--- config.mk ---
export PLATFORM = sky130hd
export DESIGN_NAME = heading_pid_turn_drive_core
export DESIGN_NICKNAME = d
export VERILOG_FILES = /design/src/hdl/hptd_pkg.sv /design/src/hdl/heading_pid_turn_drive_core.sv
export SDC_FILE = /design/constraint.sdc
export NUM_CORES = 2
export LEC_CHECK = 0
export ABC_AREA = 1
export BUFFER_PORTS_ARGS = -buffer_cell sky130_fd_sc_hd__buf_2
export CORE_MARGIN = 5
export CORE_UTILIZATION = 50
export DETAILED_ROUTE_END_ITERATION = 8
export GPL_ROUTABILITY_DRIVEN = 0
export PLACE_DENSITY = 0.64
export SLEW_MARGIN = 20
export SYNTH_ARGS = -nofsm -noshare
export SYNTH_HDL_FRONTEND = slang
export SYNTH_SLANG_ARGS = --single-unit
--- constraint.sdc ---
create_clock -name clk_i -period 7.2 [get_ports clk_i]
set_clock_uncertainty 0.05 [all_clocks]
set_input_delay 0.36 -clock clk_i [delete_from_list [all_inputs] [get_ports clk_i]]
set_output_delay 0.36 -clock clk_i [all_outputs]
set_load 0.005 [all_outputs]
--- src/hdl/hptd_pkg.sv ---
package hptd_pkg;

  localparam int unsigned HEADING_W  = 13;
  localparam int unsigned GAIN_W     = 16;
  localparam int unsigned BAND_W     = 12;
  localparam int unsigned SHAPE_W    = 7;
  localparam int unsigned DRIVE_W    = 8;
  localparam int unsigned CFG_IDX_W  = 3;
  localparam int unsigned CFG_DATA_W = 16;
  localparam int unsigned S_TDATA_W  = 16;
  localparam int unsigned M_TDATA_W  = 16;

  typedef enum logic [CFG_IDX_W-1:0] {
    CFG_GAIN_PROP    = 3'd0,
    CFG_GAIN_INTEG   = 3'd1,
    CFG_GAIN_DERIV   = 3'd2,
    CFG_INTEG_BAND   = 3'd3,
    CFG_DEAD_BAND    = 3'd4,
    CFG_BOOST_BELOW  = 3'd5,
    CFG_BOOST_VALUE  = 3'd6,
    CFG_OUTPUT_LIMIT = 3'd7
  } cfg_idx_e;

  localparam logic [GAIN_W-1:0]  RST_GAIN_PROP    = 16'd205;
  localparam logic [GAIN_W-1:0]  RST_GAIN_INTEG   = 16'd901;
  localparam logic [GAIN_W-1:0]  RST_GAIN_DERIV   = 16'd287;
  localparam logic [BAND_W-1:0]  RST_INTEG_BAND   = 12'd10;
  localparam logic [SHAPE_W-1:0] RST_DEAD_BAND    = 7'd5;
  localparam logic [SHAPE_W-1:0] RST_BOOST_BELOW  = 7'd19;
  localparam logic [SHAPE_W-1:0] RST_BOOST_VALUE  = 7'd21;
  localparam logic [SHAPE_W-1:0] RST_OUTPUT_LIMIT = 7'd127;

endpackage

--- src/hdl/heading_pid_turn_drive_core.sv ---
// heading-hold pid turn drive
// s_axis carries one gyro heading sample per transaction (tdata[12:0], signed,
// upper bits zero); the target heading is zero. m_axis returns one drive pair
// per transaction: tdata[7:0] left drive, tdata[15:8] right drive, both signed,
// opposite in sign so the robot turns in place.
// the cfg port writes gain, band and shaping registers by index, one per
// cycle while cfg_we_i is high; write only while no transaction is in flight.
// pipeline: four register stages (error/integral/derivative update, the three
// gain products, their sum, truncation and shaping). one sample per cycle is
// sustained while m_axis_tready is high; the integral and previous-error
// update is registered at acceptance.
// when m_axis_tready is low the stages fill up one by one and s_axis_tready
// drops only once every stage holds a result; nothing is lost or repeated.
// reset clears the integral, the previous error and all valid flags and
// reloads the default register values.
module heading_pid_turn_drive_core
  import hptd_pkg::*;
#(
  parameter int unsigned GAIN_FRAC_BITS = 12,
  parameter int unsigned INTEG_BITS     = 24
) (
  input  logic                  clk_i,
  input  logic                  rst_ni,
  input  logic                  s_axis_tvalid,
  output logic                  s_axis_tready,
  input  logic [S_TDATA_W-1:0]  s_axis_tdata,   // [12:0] heading
  output logic                  m_axis_tvalid,
  input  logic                  m_axis_tready,
  output logic [M_TDATA_W-1:0]  m_axis_tdata,   // [7:0] left_drive, [15:8] right_drive
  input  logic                  cfg_we_i,
  input  logic [CFG_IDX_W-1:0]  cfg_idx_i,
  input  logic [CFG_DATA_W-1:0] cfg_data_i
);

  localparam int unsigned DERIV_W  = HEADING_W + 1;
  localparam int unsigned PP_W     = GAIN_W + 1 + HEADING_W;
  localparam int unsigned PI_W     = GAIN_W + 1 + INTEG_BITS;
  localparam int unsigned PD_W     = GAIN_W + 1 + DERIV_W;
  localparam int unsigned ACC_W    = INTEG_BITS + GAIN_W + 3;
  localparam int unsigned CMD_W    = ACC_W - GAIN_FRAC_BITS;
  localparam int unsigned ISUM_W   = INTEG_BITS + 1;

  // registers
  logic [GAIN_W-1:0]  gain_prop_q, gain_integ_q, gain_deriv_q;
  logic [BAND_W-1:0]  integ_band_q;
  logic [SHAPE_W-1:0] dead_band_q, boost_below_q, boost_value_q, output_limit_q;

  always_ff @(posedge clk_i or negedge rst_ni) begin
    if (!rst_ni) begin
      gain_prop_q    <= RST_GAIN_PROP;
      gain_integ_q   <= RST_GAIN_INTEG;
      gain_deriv_q   <= RST_GAIN_DERIV;
      integ_band_q   <= RST_INTEG_BAND;
      dead_band_q    <= RST_DEAD_BAND;
      boost_below_q  <= RST_BOOST_BELOW;
      boost_value_q  <= RST_BOOST_VALUE;
      output_limit_q <= RST_OUTPUT_LIMIT;
    end else if (cfg_we_i) begin
      case (cfg_idx_e'(cfg_idx_i))
        CFG_GAIN_PROP:    gain_prop_q    <= cfg_data_i;
        CFG_GAIN_INTEG:   gain_integ_q   <= cfg_data_i;
        CFG_GAIN_DERIV:   gain_deriv_q   <= cfg_data_i;
        CFG_INTEG_BAND:   integ_band_q   <= cfg_data_i[BAND_W-1:0];
        CFG_DEAD_BAND:    dead_band_q    <= cfg_data_i[SHAPE_W-1:0];
        CFG_BOOST_BELOW:  boost_below_q  <= cfg_data_i[SHAPE_W-1:0];
        CFG_BOOST_VALUE:  boost_value_q  <= cfg_data_i[SHAPE_W-1:0];
        CFG_OUTPUT_LIMIT: output_limit_q <= cfg_data_i[SHAPE_W-1:0];
        default: ;
      endcase
    end
  end

  // flow control
  logic v1_q, v2_q, v3_q, vo_q;
  logic rdy1, rdy2, rdy3, rdyo;

  assign rdyo = !vo_q || m_axis_tready;
  assign rdy3 = !v3_q || rdyo;
  assign rdy2 = !v2_q || rdy3;
  assign rdy1 = !v1_q || rdy2;
  assign s_axis_tready = rdy1;

  logic acc_in;
  assign acc_in = s_axis_tvalid && rdy1;

  always_ff @(posedge clk_i or negedge rst_ni) begin
    if (!rst_ni) begin
      v1_q <= 1'b0;
      v2_q <= 1'b0;
      v3_q <= 1'b0;
      vo_q <= 1'b0;
    end else begin
      if (rdy1) v1_q <= s_axis_tvalid;
      if (rdy2) v2_q <= v1_q;
      if (rdy3) v3_q <= v2_q;
      if (rdyo) vo_q <= v3_q;
    end
  end

  // stage 1: error, integral and derivative; err_q doubles as previous error
  logic signed [HEADING_W-1:0] heading, err_d, err_q;
  logic        [BAND_W-1:0]    mag;
  logic signed [INTEG_BITS-1:0] integ_d, integ_q;
  logic signed [ISUM_W-1:0]     isum;
  logic signed [DERIV_W-1:0]    deriv_d, deriv_q;

  assign heading = signed'(s_axis_tdata[HEADING_W-1:0]);

  always_comb begin
    if (heading == {1'b1, {(HEADING_W-1){1'b0}}}) begin
      err_d = {1'b0, {(HEADING_W-1){1'b1}}};
    end else begin
      err_d = -heading;
    end
    mag = err_d[HEADING_W-1] ? BAND_W'(-err_d) : BAND_W'(err_d);
    isum = ISUM_W'(integ_q) + ISUM_W'(err_d);
    if (err_d == '0 || mag > integ_band_q) begin
      integ_d = '0;
    end else if (isum[ISUM_W-1] != isum[ISUM_W-2]) begin
      integ_d = isum[ISUM_W-1] ? {1'b1, {(INTEG_BITS-1){1'b0}}}
                               : {1'b0, {(INTEG_BITS-1){1'b1}}};
    end else begin
      integ_d = isum[INTEG_BITS-1:0];
    end
    deriv_d = DERIV_W'(err_d) - DERIV_W'(err_q);
  end

  always_ff @(posedge clk_i or negedge rst_ni) begin
    if (!rst_ni) begin
      err_q   <= '0;
      integ_q <= '0;
    end else if (acc_in) begin
      err_q   <= err_d;
      integ_q <= integ_d;
    end
  end

  always_ff @(posedge clk_i) begin
    if (acc_in) deriv_q <= deriv_d;
  end

  // stage 2: gain products
  logic signed [PP_W-1:0] pp_d, pp_q;
  logic signed [PI_W-1:0] pi_d, pi_q;
  logic signed [PD_W-1:0] pd_d, pd_q;

  assign pp_d = $signed({1'b0, gain_prop_q})  * err_q;
  assign pi_d = $signed({1'b0, gain_integ_q}) * integ_q;
  assign pd_d = $signed({1'b0, gain_deriv_q}) * deriv_q;

  always_ff @(posedge clk_i) begin
    if (rdy2 && v1_q) begin
      pp_q <= pp_d;
      pi_q <= pi_d;
      pd_q <= pd_d;
    end
  end

  // stage 3: sum
  logic signed [ACC_W-1:0] acc_d, acc_q;

  assign acc_d = ACC_W'(pp_q) + ACC_W'(pi_q) + ACC_W'(pd_q);

  always_ff @(posedge clk_i) begin
    if (rdy3 && v2_q) acc_q <= acc_d;
  end

  // stage 4: truncate toward zero and shape
  logic signed [ACC_W-1:0]   acc_adj;
  logic signed [CMD_W-1:0]   cmd, db_s, lim_s, bb_s, bv_s, shaped;
  logic signed [DRIVE_W-1:0] right_d, left_d;
  logic [M_TDATA_W-1:0]      tdata_q;

  always_comb begin
    acc_adj = acc_q + (acc_q[ACC_W-1] ? ACC_W'((1 << GAIN_FRAC_BITS) - 1) : '0);
    cmd     = acc_adj[ACC_W-1:GAIN_FRAC_BITS];
    db_s    = signed'(CMD_W'(dead_band_q));
    lim_s   = signed'(CMD_W'(output_limit_q));
    bb_s    = signed'(CMD_W'(boost_below_q));
    bv_s    = signed'(CMD_W'(boost_value_q));
    if (cmd > -db_s && cmd < db_s) begin
      shaped = '0;
    end else if (cmd > lim_s) begin
      shaped = lim_s;
    end else if (cmd < -lim_s) begin
      shaped = -lim_s;
    end else if (cmd > 0 && cmd < bb_s) begin
      shaped = bv_s;
    end else if (cmd < 0 && cmd > -bb_s) begin
      shaped = -bv_s;
    end else begin
      shaped = cmd;
    end
    right_d = shaped[DRIVE_W-1:0];
    left_d  = -right_d;
  end

  always_ff @(posedge clk_i) begin
    if (rdyo && v3_q) tdata_q <= {right_d, left_d};
  end

  assign m_axis_tvalid = vo_q;
  assign m_axis_tdata  = tdata_q;

endmodule
==> flow_summary.ini <==
[status]
outcome = complete, no violations

[synthesis]
synth.distinct_cells = 63
synth_area_um2 = 49120
synth-seq-cells = 303
avgSynthCellArea_um2 = 8.318
synthFlopType = edfxtp_1
yosysSeqAreaShare_pct = 17.29
synth_fp_nets = 7221
synth-edff-count = 174
yosys_warnings = 0
syn_inst = 5905
synthArstFlopShare_pct = 42.57

[clock_network]
cts.sinks = 303
clk_pin_slew_ps = 60
cts_tree = built
clockBufferDepth = 3
htree_num_levels = 2
clk_latency_ps = 570
cts_inserted_buffers = 40
cts_root_buf = clkbuf_16

[sta]
period_share_pct = 95.28
slew_violations = 0
hold_viol = 0
fin_setup_tns_ps = 0
max_freq_mhz = 145.8
period_minus_slack_ps = 6860
worst_pin_slew_ps = 1035
setup_viol = 0
relSlewSlack_pct = 30.90

[setup_path]
reg2reg_slack_ps = 340
reg2regPathDepth = 27
worstPathMaxFanout = 15
critical_path_class = reg2reg
reg2reg_to = pd_q[30]
end_kind = flip-flop
r2r_start = gain_deriv_q[3]
startpoint_type = flip-flop
crit_required_ps = 7470
cp_data_arrival_time_ps = 7130

[hold_path]
holdPathStages = 4
hp-class = in2reg
min_from = m_axis_tready
hold_end = m_axis_tvalid

[placed_design]
dp_hpwl_mm = 105.6
numPortBuffers = 54

[final_layout]
drive_gt1_share_pct = 6.998
layout_commonest_cell = nand2_1
layout_common_cells = 1437 x nand2_1, 1402 x inv_1, 741 x fa_1
final_nets = 7259
syn_to_final_growth_pct = 7.533

[global_route]
grt_pass1_wl_mm = 209.2
track_usage_pct = 25.39
grt_pass1_vias = 38803
grt_max_degree = 77
antenna_found_initial = 6
overflow = 0

[floorplanning]
io_pins = 58
row_count = 115
die_x_um = 323.4
core_area_um2 = 97990
start_util_pct = 50.12
die_y_um = 323.4
die_area_um2 = 104600

[routing]
vias = 37532
viasPerCell = 5.167
ant_nets = 0
wl_per_cell_um = 17.64
drcViolationCount = 0
first_pass_iters = 5
routed_wl_mm = 128.1
drtIter0Drc = 2507

[run]
drv_cap = 0
==> metal layers <==
layer  wire (um)  part of all wire, %  track usage [%]
met2       60500                   47            43.11
met5          64                0.050                0
met1       54080                   42            33.23
met4        5997                  4.7            9.534
met3        7503                  5.9            3.660
==> Yosys cell counts (3+ instances only) <==
library cell | count | area share, %
clkinv_1 | 5 | 0.038
fa_1 | 741 | 30
o221ai_1 | 5 | 0.089
nand2_4 | 6 | 0.14
clkbuf_1 | 200 | 1.5
nor3_1 | 39 | 0.40
xor2_1 | 150 | 2.7
a21boi_0 | 6 | 0.092
inv_2 | 13 | 0.099
nor4_1 | 18 | 0.23
buf_2 | 4 | 0.041
o21ai_0 | 179 | 1.8
xnor2_1 | 69 | 1.2
a211oi_1 | 9 | 0.14
a31oi_1 | 23 | 0.29
a21o_1 | 6 | 0.092
edfxtp_1 | 174 | 11
o21ai_2 | 7 | 0.12
nor2_2 | 5 | 0.064
o21bai_1 | 15 | 0.23
a2111oi_0 | 4 | 0.071
o21ai_1 | 15 | 0.15
nand2_1 | 1437 | 11
nor2_4 | 3 | 0.069
a21oi_1 | 232 | 2.4
dfrtp_1 | 96 | 4.9
nor3_2 | 8 | 0.16
nor3b_1 | 7 | 0.11
or2_2 | 33 | 0.42
nand3_1 | 123 | 1.3
or2_1 | 3 | 0.038
nand3b_1 | 10 | 0.15
nor2_1 | 181 | 1.4
inv_1 | 1403 | 11
nand3_2 | 4 | 0.082
dfstp_2 | 33 | 1.8
nand2_2 | 21 | 0.27
ha_1 | 535 | 14
nand4_1 | 31 | 0.39
o21a_1 | 10 | 0.15
o211ai_1 | 10 | 0.15
==> flip-flops by register name (all words and copies together) (netlist names) <==
register	count
pp_q	30
gain_deriv_q	16
v1_q	1
gain_prop_q	16
gain_integ_q	16
boost_value_q	7
integ_band_q	12
m_axis_tdata	15
v2_q	1
acc_q	43
integ_q	24
output_limit_q	7
pi_q	41
v3_q	1
dead_band_q	7
m_axis_tvalid	1
err_q	13
boost_below_q	7
pd_q	31
deriv_q	14
==> critical path, stage by stage, from the launching register on <==
cell and delay [ps]:
dfstp_4 740, nand2_1 110, fa_1 520, fa_1 500
inv_1 60, fa_1 530, inv_1 50, fa_1 520
inv_1 50, fa_1 510, fa_1 500, ha_1 370
a21oi_1 160, o21ai_0 110, a21oi_2 200, o21ai_1 130
inv_1 80, nor2_1 40, nor2_1 170, o21bai_1 120
a21boi_1 270, o21ai_0 180, a21boi_1 230, nor2_1 60
o21ai_1 160, nand2_1 80, nand2_1 60, nand2_1 40
==> area by class of cell <==
cell class	instances	area, um^2
multi-input cells	3971	34510
clock inverters	26	317.8
diodes	4	10.01
clock buffers	46	1055
repair buffers	204	1450
flip-flops and latches	303	8511
inverters	1423	5349
fillers	9103	45170
well taps	1287	1610
==> worst max-delay path by stage <==
stage | start | slack [ps] | end | cells after the start
2_1_floorplan | gain_integ_q[7] | 450 | pi_q[40] | 32
4_1_cts | gain_deriv_q[3] | 160 | pd_q[30] | 27
6_report | gain_deriv_q[3] | 340 | pd_q[30] | 27
5_1_grt | deriv_q[4] | -0.1 | pd_q[29] | 27
3_5_place_dp | gain_integ_q[7] | 200 | pi_q[40] | 27
3_3_place_gp | gain_integ_q[2] | 180 | pi_q[40] | 30
==> timing repair <==
action | 4_1_cts | 5_1_grt
hold endpoints to repair | 49 | 0
resized for setup | 0 | 15
setup endpoints to repair | 0 | 9
buffers inserted | 0 | 7
hold buffers | 9 | 0
==> per-stage QoR <==
stage | setup WS (ps) | util [%] | cells | cell area (um^2) | hold WS, ps
after floorplan | 447.7 | - | 5905 | 49120 | 14.41
after global placement | 183.9 | 52.27 | 7172 | 51220 | 398.3
after detailed placement | 196.6 | 52.27 | 7172 | 51220 | 405.5
after CTS | 160.2 | 53.77 | 7253 | 52690 | 0.8745
after global routing | -0.1021 | 53.89 | 7260 | 52810 | 46.41
final | 339.6 | 53.90 | 7264 | 52820 | 37.92
==> logic make-up (layout without fill, tap and decap cells) <==
group / after synthesis / count (layout) / synth area share, %
simple gates: 1938 / 1938 / 16.36
buf+inv: 1631 / 1699 / 12.51
fa+ha+maj: 1276 / 1276 / 43.83
compound gates: 537 / 537 / 6.045
flops: 303 / 303 / 17.29
xor+xnor: 220 / 220 / 3.961
other cells: 0 / 4 / 0
Power is not shown: default switching activity piles up to over one toggle a cycle in this logic, so the estimate is an artifact.
